==> config.mk <==
export PLATFORM = sky130hd
export DESIGN_NAME = ir_to_x86_64_encoder
export DESIGN_NICKNAME = d
export VERILOG_FILES = /design/src/irx_pkg.sv /design/src/irx_encode.sv /design/src/irx_serial.sv /design/src/ir_to_x86_64_encoder.sv
export SDC_FILE = /design/constraint.sdc
export NUM_CORES = 1
export LEC_CHECK = 0
export BUFFER_PORTS_ARGS = -buffer_cell sky130_fd_sc_hd__buf_2
export CORE_ASPECT_RATIO = 2
export CORE_MARGIN = 1.5
export CORE_UTILIZATION = 33
export DETAILED_ROUTE_END_ITERATION = 12
export GPL_TIMING_DRIVEN = 0
export PLACE_DENSITY = 0.62
export SYNTH_ARGS = -nofsm -noshare
export SYNTH_HDL_FRONTEND = slang
export SYNTH_SLANG_ARGS = --single-unit
==> constraint.sdc <==
create_clock -name clk -period 8.4 [get_ports clk]
set_input_delay 0.42 -clock clk [delete_from_list [all_inputs] [get_ports clk]]
set_output_delay 0.42 -clock clk [all_outputs]
set_load 0.005 [all_outputs]
==> src/irx_pkg.sv <==
// shared types, codes and encoding helpers for the x86-64 instruction encoder
package irx_pkg;

    localparam int CODE_BYTES = 10;

    localparam logic [4:0] FUNC_NOP    = 5'd0;
    localparam logic [4:0] FUNC_RET    = 5'd1;
    localparam logic [4:0] FUNC_JMP    = 5'd2;
    localparam logic [4:0] FUNC_JCC    = 5'd3;
    localparam logic [4:0] FUNC_CALL   = 5'd4;
    localparam logic [4:0] FUNC_MOV    = 5'd5;
    localparam logic [4:0] FUNC_ADD    = 5'd6;
    localparam logic [4:0] FUNC_SUB    = 5'd7;
    localparam logic [4:0] FUNC_AND    = 5'd8;
    localparam logic [4:0] FUNC_OR     = 5'd9;
    localparam logic [4:0] FUNC_XOR    = 5'd10;
    localparam logic [4:0] FUNC_CMP    = 5'd11;
    localparam logic [4:0] FUNC_MUL    = 5'd12;
    localparam logic [4:0] FUNC_LOAD   = 5'd13;
    localparam logic [4:0] FUNC_STORE  = 5'd14;
    localparam logic [4:0] FUNC_VECADD = 5'd15;
    localparam logic [4:0] FUNC_FADD   = 5'd16;

    localparam logic [1:0] KIND_REG = 2'd0;
    localparam logic [1:0] KIND_IMM = 2'd1;
    localparam logic [1:0] KIND_MEM = 2'd2;

    localparam logic [1:0] STATUS_OK    = 2'd0;
    localparam logic [1:0] STATUS_ROOM  = 2'd1;
    localparam logic [1:0] STATUS_UNSUP = 2'd2;

    localparam logic [4:0] REG_SP = 5'd16;
    localparam logic [4:0] REG_FP = 5'd17;

    typedef struct packed {
        logic [4:0]         func;
        logic [3:0]         cond;
        logic [1:0]         operand_count;
        logic [1:0]         kind_a;
        logic [1:0]         kind_b;
        logic [1:0]         kind_c;
        logic [4:0]         reg_a;
        logic [4:0]         reg_b;
        logic [4:0]         reg_c;
        logic signed [63:0] imm_value;
        logic [63:0]        guest_pc;
        logic [4:0]         buffer_room;
    } in_item_t;

    typedef struct packed {
        logic [7:0] code_byte;
        logic       byte_valid;
        logic [1:0] status;
        logic [3:0] byte_total;
        logic       is_last;
    } out_item_t;

    // encoded instruction handed from the encoder to the byte serializer
    typedef struct packed {
        logic [CODE_BYTES-1:0][7:0] code;
        logic [3:0]                 len;
        logic [1:0]                 status;
    } enc_t;

    function automatic logic [3:0] map_reg(input logic [4:0] r);
        logic [3:0] m;
        if (r == REG_SP)
            m = 4'd4;
        else if (r == REG_FP)
            m = 4'd5;
        else
            m = r[3:0];
        return m;
    endfunction

    function automatic logic fits8(input logic [63:0] v);
        return (&v[63:7]) || !(|v[63:7]);
    endfunction

    function automatic logic [3:0] cond_code(input logic [3:0] c);
        logic [3:0] cc;
        unique case (c)
            4'd0:    cc = 4'h4;
            4'd1:    cc = 4'h5;
            4'd2:    cc = 4'h3;
            4'd3:    cc = 4'h2;
            4'd4:    cc = 4'h8;
            4'd5:    cc = 4'h9;
            4'd6:    cc = 4'h0;
            4'd7:    cc = 4'h1;
            4'd8:    cc = 4'h7;
            4'd9:    cc = 4'h6;
            4'd10:   cc = 4'hD;
            4'd11:   cc = 4'hC;
            4'd12:   cc = 4'hF;
            4'd13:   cc = 4'hE;
            default: cc = 4'h4;
        endcase
        return cc;
    endfunction

    function automatic logic [7:0] alu_opcode(input logic [4:0] f);
        logic [7:0] op;
        unique case (f)
            FUNC_ADD: op = 8'h01;
            FUNC_SUB: op = 8'h29;
            FUNC_AND: op = 8'h21;
            FUNC_OR:  op = 8'h09;
            FUNC_XOR: op = 8'h31;
            default:  op = 8'h39;
        endcase
        return op;
    endfunction

    function automatic logic [2:0] alu_ext(input logic [4:0] f);
        logic [2:0] e;
        unique case (f)
            FUNC_ADD: e = 3'd0;
            FUNC_SUB: e = 3'd5;
            FUNC_AND: e = 3'd4;
            FUNC_OR:  e = 3'd1;
            FUNC_XOR: e = 3'd6;
            default:  e = 3'd7;
        endcase
        return e;
    endfunction

    function automatic logic [7:0] rex_rr(input logic [3:0] rg, input logic [3:0] rm);
        return {5'b01001, rg[3], 1'b0, rm[3]};
    endfunction

    function automatic logic [7:0] modrm_rr(input logic [3:0] rg, input logic [3:0] rm);
        return {2'b11, rg[2:0], rm[2:0]};
    endfunction

endpackage

==> src/irx_encode.sv <==
// combinational encoder: one instruction to its machine code bytes, length and status
module irx_encode
    import irx_pkg::*;
(
    input  in_item_t item,
    output enc_t     enc
);

    logic [4:0]                 f;
    logic [1:0]                 cnt;
    logic [1:0]                 kl;
    logic [4:0]                 rl;
    logic [3:0]                 dst;
    logic [3:0]                 rbm;
    logic [3:0]                 srcm;
    logic [63:0]                immu;
    logic                       short_imm;
    logic [31:0]                rel;
    logic [CODE_BYTES-1:0][7:0] code;
    logic [3:0]                 len;
    logic                       unsup;
    logic [6:0][7:0]            alu_m;
    logic [3:0]                 alu_len;
    logic                       alu_pre;
    logic [7:0][7:0]            mem_m;
    logic [3:0]                 mem_len;
    logic [3:0]                 mreg;
    logic [3:0]                 mbase;
    logic [3:0]                 vd;
    logic [3:0]                 vs;
    logic                       vrex;

    assign f         = item.func;
    assign cnt       = item.operand_count;
    assign immu      = item.imm_value;
    assign short_imm = fits8(immu);
    assign dst       = map_reg(item.reg_a);
    assign rbm       = map_reg(item.reg_b);
    assign srcm      = map_reg(rl);
    assign vd        = item.reg_a[3:0];
    assign vs        = rl[3:0];
    assign vrex      = vd[3] || vs[3];
    assign rel       = immu[31:0] - item.guest_pc[31:0]
                       - ((f == FUNC_JCC) ? 32'd6 : 32'd5);

    // last operand present
    always_comb
    begin
        unique case (cnt)
            2'd3:
            begin
                kl = item.kind_c;
                rl = item.reg_c;
            end
            2'd2:
            begin
                kl = item.kind_b;
                rl = item.reg_b;
            end
            default:
            begin
                kl = item.kind_a;
                rl = item.reg_a;
            end
        endcase
    end

    // alu body, without the register copy prefix
    always_comb
    begin
        alu_m   = '0;
        alu_pre = (cnt == 2'd3) && (f != FUNC_CMP) && (item.kind_b == KIND_REG)
                  && (rbm != dst);
        if (kl == KIND_REG)
        begin
            alu_m[0] = rex_rr(srcm, dst);
            alu_m[1] = alu_opcode(f);
            alu_m[2] = modrm_rr(srcm, dst);
            alu_len  = 4'd3;
        end
        else
        begin
            alu_m[0] = {7'b0100100, dst[3]};
            alu_m[1] = short_imm ? 8'h83 : 8'h81;
            alu_m[2] = {2'b11, alu_ext(f), dst[2:0]};
            if (short_imm)
            begin
                alu_m[3] = immu[7:0];
                alu_len  = 4'd4;
            end
            else
            begin
                alu_m[6:3] = immu[31:0];
                alu_len    = 4'd7;
            end
        end
    end

    // memory form shared by load and store
    always_comb
    begin
        mem_m    = '0;
        mreg     = (f == FUNC_STORE) ? rbm : dst;
        mbase    = (f == FUNC_STORE) ? dst : rbm;
        mem_m[0] = rex_rr(mreg, mbase);
        mem_m[1] = (f == FUNC_STORE) ? 8'h89 : 8'h8B;
        mem_m[2] = {(short_imm ? 2'b01 : 2'b10), mreg[2:0], mbase[2:0]};
        unique case ({mbase[2:0] == 3'd4, short_imm})
            2'b11:
            begin
                mem_m[3] = 8'h24;
                mem_m[4] = immu[7:0];
                mem_len  = 4'd5;
            end
            2'b10:
            begin
                mem_m[3]   = 8'h24;
                mem_m[7:4] = immu[31:0];
                mem_len    = 4'd8;
            end
            2'b01:
            begin
                mem_m[3] = immu[7:0];
                mem_len  = 4'd4;
            end
            default:
            begin
                mem_m[6:3] = immu[31:0];
                mem_len    = 4'd7;
            end
        endcase
    end

    always_comb
    begin
        code  = '0;
        len   = 4'd0;
        unsup = 1'b0;
        unique case (f)
            FUNC_NOP:
            begin
                code[0] = 8'h90;
                len     = 4'd1;
            end
            FUNC_RET:
            begin
                code[0] = 8'hC3;
                len     = 4'd1;
            end
            FUNC_JMP, FUNC_CALL:
            begin
                if (cnt == 2'd0 || item.kind_a != KIND_IMM)
                    unsup = 1'b1;
                code[0]   = (f == FUNC_JMP) ? 8'hE9 : 8'hE8;
                code[4:1] = rel;
                len       = 4'd5;
            end
            FUNC_JCC:
            begin
                if (cnt == 2'd0 || item.kind_a != KIND_IMM)
                    unsup = 1'b1;
                code[0]   = 8'h0F;
                code[1]   = {4'h8, cond_code(item.cond)};
                code[5:2] = rel;
                len       = 4'd6;
            end
            FUNC_MOV:
            begin
                if (cnt != 2'd2 || item.kind_a != KIND_REG)
                    unsup = 1'b1;
                else if (item.kind_b == KIND_IMM)
                begin
                    code[0]   = {7'b0100100, dst[3]};
                    code[1]   = {5'b10111, dst[2:0]};
                    code[9:2] = immu;
                    len       = 4'd10;
                end
                else if (item.kind_b == KIND_REG)
                begin
                    code[0] = rex_rr(rbm, dst);
                    code[1] = 8'h89;
                    code[2] = modrm_rr(rbm, dst);
                    len     = 4'd3;
                end
                else
                    unsup = 1'b1;
            end
            FUNC_ADD, FUNC_SUB, FUNC_AND, FUNC_OR, FUNC_XOR, FUNC_CMP:
            begin
                if (cnt == 2'd0 || (kl != KIND_REG && kl != KIND_IMM))
                    unsup = 1'b1;
                else if (alu_pre)
                begin
                    code[0]   = rex_rr(rbm, dst);
                    code[1]   = 8'h89;
                    code[2]   = modrm_rr(rbm, dst);
                    code[9:3] = alu_m;
                    len       = alu_len + 4'd3;
                end
                else
                begin
                    code[6:0] = alu_m;
                    len       = alu_len;
                end
            end
            FUNC_MUL:
            begin
                if (cnt < 2'd2 || kl != KIND_REG)
                    unsup = 1'b1;
                code[0] = rex_rr(dst, srcm);
                code[1] = 8'h0F;
                code[2] = 8'hAF;
                code[3] = modrm_rr(dst, srcm);
                len     = 4'd4;
            end
            FUNC_LOAD:
            begin
                if (cnt != 2'd2 || item.kind_b != KIND_MEM)
                    unsup = 1'b1;
                code[7:0] = mem_m;
                len       = mem_len;
            end
            FUNC_STORE:
            begin
                if (cnt != 2'd2 || item.kind_a != KIND_MEM)
                    unsup = 1'b1;
                code[7:0] = mem_m;
                len       = mem_len;
            end
            FUNC_VECADD, FUNC_FADD:
            begin
                if (cnt < 2'd2)
                    unsup = 1'b1;
                unique case ({f == FUNC_FADD, vrex})
                    2'b00:
                    begin
                        code[0] = 8'h0F;
                        code[1] = 8'h58;
                        code[2] = modrm_rr(vd, vs);
                        len     = 4'd3;
                    end
                    2'b01:
                    begin
                        code[0] = {5'b01000, vd[3], 1'b0, vs[3]};
                        code[1] = 8'h0F;
                        code[2] = 8'h58;
                        code[3] = modrm_rr(vd, vs);
                        len     = 4'd4;
                    end
                    2'b10:
                    begin
                        code[0] = 8'hF3;
                        code[1] = 8'h0F;
                        code[2] = 8'h58;
                        code[3] = modrm_rr(vd, vs);
                        len     = 4'd4;
                    end
                    default:
                    begin
                        code[0] = 8'hF3;
                        code[1] = {5'b01000, vd[3], 1'b0, vs[3]};
                        code[2] = 8'h0F;
                        code[3] = 8'h58;
                        code[4] = modrm_rr(vd, vs);
                        len     = 4'd5;
                    end
                endcase
            end
            default:
            begin
                unsup = 1'b1;
            end
        endcase
    end

    // room is checked against the whole length before anything goes out
    always_comb
    begin
        enc.code = code;
        enc.len  = len;
        if (unsup)
            enc.status = STATUS_UNSUP;
        else if (item.buffer_room < {1'b0, len})
            enc.status = STATUS_ROOM;
        else
            enc.status = STATUS_OK;
    end

endmodule

==> src/irx_serial.sv <==
// result register that sends an encoded instruction out one byte per item
module irx_serial
    import irx_pkg::*;
(
    input  logic      clk,
    input  logic      rst_n,
    input  enc_t      enc,
    input  logic      enc_valid,
    output logic      enc_take,
    output logic      out_valid,
    input  logic      out_ready,
    output out_item_t out_item
);

    logic                       valid_reg;
    logic                       valid_next;
    logic [3:0]                 left_reg;
    logic [3:0]                 left_next;
    logic [CODE_BYTES-1:0][7:0] bytes_reg;
    logic [CODE_BYTES-1:0][7:0] bytes_next;
    logic [1:0]                 status_reg;
    logic [1:0]                 status_next;
    logic [3:0]                 total_reg;
    logic [3:0]                 total_next;
    logic                       ok;
    logic                       last_now;
    logic                       fire;

    assign ok       = (status_reg == STATUS_OK);
    assign last_now = !ok || (left_reg == 4'd1);
    assign fire     = valid_reg && out_ready;
    assign enc_take = enc_valid && (!valid_reg || (fire && last_now));

    always_comb
    begin
        valid_next  = valid_reg;
        left_next   = left_reg;
        bytes_next  = bytes_reg;
        status_next = status_reg;
        total_next  = total_reg;
        if (enc_take)
        begin
            valid_next  = 1'b1;
            left_next   = enc.len;
            bytes_next  = enc.code;
            status_next = enc.status;
            total_next  = enc.len;
        end
        else if (fire)
        begin
            if (last_now)
                valid_next = 1'b0;
            else
            begin
                left_next  = left_reg - 4'd1;
                bytes_next = {8'h00, bytes_reg[CODE_BYTES-1:1]};
            end
        end
    end

    always_ff @(posedge clk or negedge rst_n)
    begin
        if (!rst_n)
        begin
            valid_reg <= 1'b0;
            left_reg  <= 4'd0;
        end
        else
        begin
            valid_reg <= valid_next;
            left_reg  <= left_next;
        end
    end

    always_ff @(posedge clk)
    begin
        bytes_reg  <= bytes_next;
        status_reg <= status_next;
        total_reg  <= total_next;
    end

    assign out_valid           = valid_reg;
    assign out_item.code_byte  = ok ? bytes_reg[0] : 8'h00;
    assign out_item.byte_valid = ok;
    assign out_item.status     = status_reg;
    assign out_item.byte_total = ok ? total_reg : 4'd0;
    assign out_item.is_last    = last_now;

endmodule

==> src/ir_to_x86_64_encoder.sv <==
// top level: input register, instruction encoder and byte serializer
// an accepted item passes the input register, encoder and result register, which
// holds it while busy; throughput: one result item per cycle while out_ready is
// high; an instruction gives one result item per byte (1 to 10), or a single
// status item on failure; the serializer's single byte per cycle sets this rate
// reset: asynchronous active-low, clears the input and result valid flags
module ir_to_x86_64_encoder
    import irx_pkg::*;
(
    input  logic      clk,
    input  logic      rst_n,
    input  logic      in_valid,
    output logic      in_ready,
    input  in_item_t  in_item,
    output logic      out_valid,
    input  logic      out_ready,
    output out_item_t out_item
);

    logic     in_valid_reg;
    logic     in_valid_next;
    in_item_t in_item_reg;
    logic     enc_take;
    enc_t     enc;

    assign in_ready = !in_valid_reg || enc_take;

    always_comb
    begin
        if (in_valid && in_ready)
            in_valid_next = 1'b1;
        else if (enc_take)
            in_valid_next = 1'b0;
        else
            in_valid_next = in_valid_reg;
    end

    always_ff @(posedge clk or negedge rst_n)
    begin
        if (!rst_n)
            in_valid_reg <= 1'b0;
        else
            in_valid_reg <= in_valid_next;
    end

    always_ff @(posedge clk)
    begin
        if (in_valid && in_ready)
            in_item_reg <= in_item;
    end

    irx_encode u_encode (
        .item (in_item_reg),
        .enc  (enc)
    );

    irx_serial u_serial (
        .clk       (clk),
        .rst_n     (rst_n),
        .enc       (enc),
        .enc_valid (in_valid_reg),
        .enc_take  (enc_take),
        .out_valid (out_valid),
        .out_ready (out_ready),
        .out_item  (out_item)
    );

endmodule
==> run metrics <==
status complete, no violations; CP Data Arrival Time 7.23 ns; power density cells 221 mW/mm2; Starting Density approximately a third; # clock sinks 229; Clock Latency Late Sink 0.55 ns; largest net degree at the start of global routing 75; largest family of logic cells by synthesized area compound AO/OA/AOI/OAI gates; fin crit share 82.0%; Slew Limit Fails 0; site row count between 100 and 150; hold_buf cts 1; Final ANT Viol Nets 0; Hold Crit Depth 1; asr flop ratio synth 2.62%; worst-path maximum fanout 10; Unique masters post-synth 84; DR pass1 iterations 6; Clock Pin Slew Worst Setup and Hold Paths 0.07 ns; register area share after synthesis between 40% and 50%; post-synthesis area per instance slightly below 10 um2; mux share of post-synthesis cell area 1.67%; crit path launch type register; GRT Total Usage 27.0%; Port Buffer Count 154; chip width 150 um; syn_nets 1724; EDFF count, synth roughly 220; FF-to-FF path depth 19; pre-CTS setup slack 1.94 ns; CP Capture Type register; synthesized flop and latch total approximately 230; Cells after Synth between 1000 and 1500; worst hold path type in2reg; YS warnings 0; reg-to-reg slack, setup 1.51 ns; setup bufs post-CTS 0; CTS tree done; Rel. slew slack 11.5%; clk buf depth 3; Peak supply drop between 0.2 and 0.25 mV; vias in the first global route 12990; vias per cell 5.80; die height slightly below 300 um; fraction of the mapped netlist area in adder cells approximately 7.3%; critical path class reg2reg; share of layout cells above drive strength 1 roughly 15%; Main synth FF type edfxtp_1; HPWL Detailed 46.5 mm; RD Place Congestion 1.02; nets 1908; CTS Buf Count 22; total global routing overflow 0; drt drc 0; Area Growth Syn to Fin 16.3%; Synth Area in XOR/XNOR 2.14%; Mapped Area 0.0144 mm2; Least-Margin Pin Slew 1.31 ns; max reg flops 133; Root Driver clkbuf_16; fin crit period between 6 and 7 ns; RR Startpoint in_item_reg[163]$_DFFE_PP_; setup TNS 0 ns; IO Pins ~190; leakage power 6.53 nW; die area between 0.04 and 0.05 mm2; compound-cell area share of the yosys netlist 21.2%; crit path to u_serial.bytes_reg[38]$_DFFE_PP_; DR vias 12874; post-CTS sizing 0; Simple-Gate Fraction of Synth Area 13.9%; Max Fclk 0.145 GHz; reg2reg end u_serial.bytes_reg[38]$_DFFE_PP_; Setup Viol. Count Final 0; first-pass GRT wire length between 80 and 90 mm; data required time at the worst endpoint 8.74 ns; final WL 59.8 mm; core area 0.0427 mm2; skew final around 0.016 ns; initial antenna violation count 1; Max-cap violations 0; final setup margin 1.51 ns; total power draw approximately 0.0037 W; Final Hold Fails 0; RSZ-0062 raised after global routing false; Hold WS 0.0431 ns; crit path launch in_item_reg[163]$_DFFE_PP_; # H-tree levels 1; wire per inst 27.0 um; initial drt markers 1128
## cells in the mapped netlist (8+ instances only)
cell type | instances | area share (%)
a211oi_1 | 8 | 0.42
a21o_1 | 21 | 1.1
a21oi_1 | 109 | 3.8
a221o_1 | 11 | 0.77
a221oi_1 | 26 | 1.6
a22oi_1 | 25 | 1.3
a32o_1 | 8 | 0.56
and2_1 | 17 | 0.74
buf_2 | 18 | 0.63
clkbuf_1 | 69 | 1.8
edfxtp_1 | 219 | 46
ha_1 | 81 | 7.1
inv_1 | 123 | 3.2
mux2i_1 | 17 | 1.2
nand2_1 | 160 | 4.2
nand2b_1 | 9 | 0.39
nand3_1 | 24 | 0.84
nand4_1 | 22 | 0.96
nor2_1 | 95 | 2.5
nor2b_1 | 9 | 0.39
nor3_1 | 22 | 0.77
nor4_1 | 22 | 0.96
o211ai_1 | 16 | 0.84
o21a_1 | 8 | 0.42
o21ai_0 | 113 | 3.9
o21ai_1 | 20 | 0.70
o221ai_1 | 9 | 0.55
xnor2_1 | 20 | 1.2
xor2_1 | 15 | 0.92
## how the worst min path moves through the flow
stage,startpoint,end
floorplan,rst_n,in_valid_reg$_DFFE_PN0P_
CTS,in_item[161],in_item_reg[161]$_DFFE_PP_
global route,in_item[26],in_item_reg[26]$_DFFE_PP_
finish,in_item[74],in_item_reg[74]$_DFFE_PP_
detailed placement,rst_n,u_serial.left_reg[0]$_DFFE_PN0P_
global placement,rst_n,u_serial.left_reg[0]$_DFFE_PN0P_
## final cells by class
cell class | count | area (um2)
Multi-Input combinational cell | 1019 | 6660
Clock inverter | 15 | 181
Tap cell | 545 | 682
Clock buffer | 25 | 562
Fill cell | 4263 | 26000
Sequential cell | 229 | 6810
Inverter | 123 | 462
Timing Repair Buffer | 160 | 883
Buffer | 101 | 448
Antenna cell | 1 | 2.50
## per-layer routing
| metal | wire, um | track usage [%] |
|---|---|---|
| met5 | 19 | 0 |
| met4 | 6370 | 23.2 |
| met3 | 3090 | 2.80 |
| met2 | 31000 | 49.3 |
| met1 | 19300 | 26.3 |
## where the power goes
group,internal [W],switching (W)
registers,0.00144,0.0000859
logic,0.000347,0.000773
clock network,0.000583,0.000450
total,0.00237,0.00131
## worst max-delay path: stages (launching register included)
cell	delay, ns
edfxtp_1	0.36
buf_2	0.18
clkbuf_1	0.26
nor2_1	0.25
nand3_1	0.49
inv_1	0.34
clkbuf_1	0.55
buf_1	0.61
ha_1	0.22
inv_1	0.06
fa_1	0.41
a21o_1	0.20
a221oi_2	0.36
o41ai_1	0.24
o311ai_2	0.41
a211oi_1	0.18
o31a_1	0.32
o21ai_0	0.69
nand2_1	0.24
o221ai_1	0.29
## cells in the final DEF (no fill, tap or decap), drive strengths merged, types with 7 or more instances in the layout
cell / instances
nor2: 96
buf: 190
o211ai: 16
a21oi: 109
xnor2: 20
a221o: 11
nand2: 161
edfxtp: 219
a22oi: 26
a211oi: 8
a21o: 21
nand2b: 9
xor2: 15
mux2i: 18
a31oi: 7
a32o: 8
and2: 19
a221oi: 30
o221ai: 9
inv: 125
o21a: 8
ha: 81
nand3: 24
nor2b: 10
nand4: 22
nor3: 24
clkinv: 10
nor4: 22
o21ai: 134
clkbuf: 95
## kinds of logic (layout without fill, tap and decap cells)
family,Yosys count,in the layout
AO/OA/AOI/OAI,457,457
AND/OR/NAND/NOR,421,421
flip-flops,229,229
buffers and inverters,224,424
adder cells (fa/ha/maj),83,83
XOR/XNOR,35,35
multiplexers,23,23
other,0,1
## per-stage QoR
stage,std cells,instance area (um2),utilization [%]
6_report,2218,16700,39.1
4_1_cts,2217,16700,39.1
3_5_place_dp,2176,15900,37.3
3_3_place_gp,2171,15800,37.0
5_1_grt,2217,16700,39.1
2_1_floorplan,1472,14400,-
(Power assumes the default switching activity.)
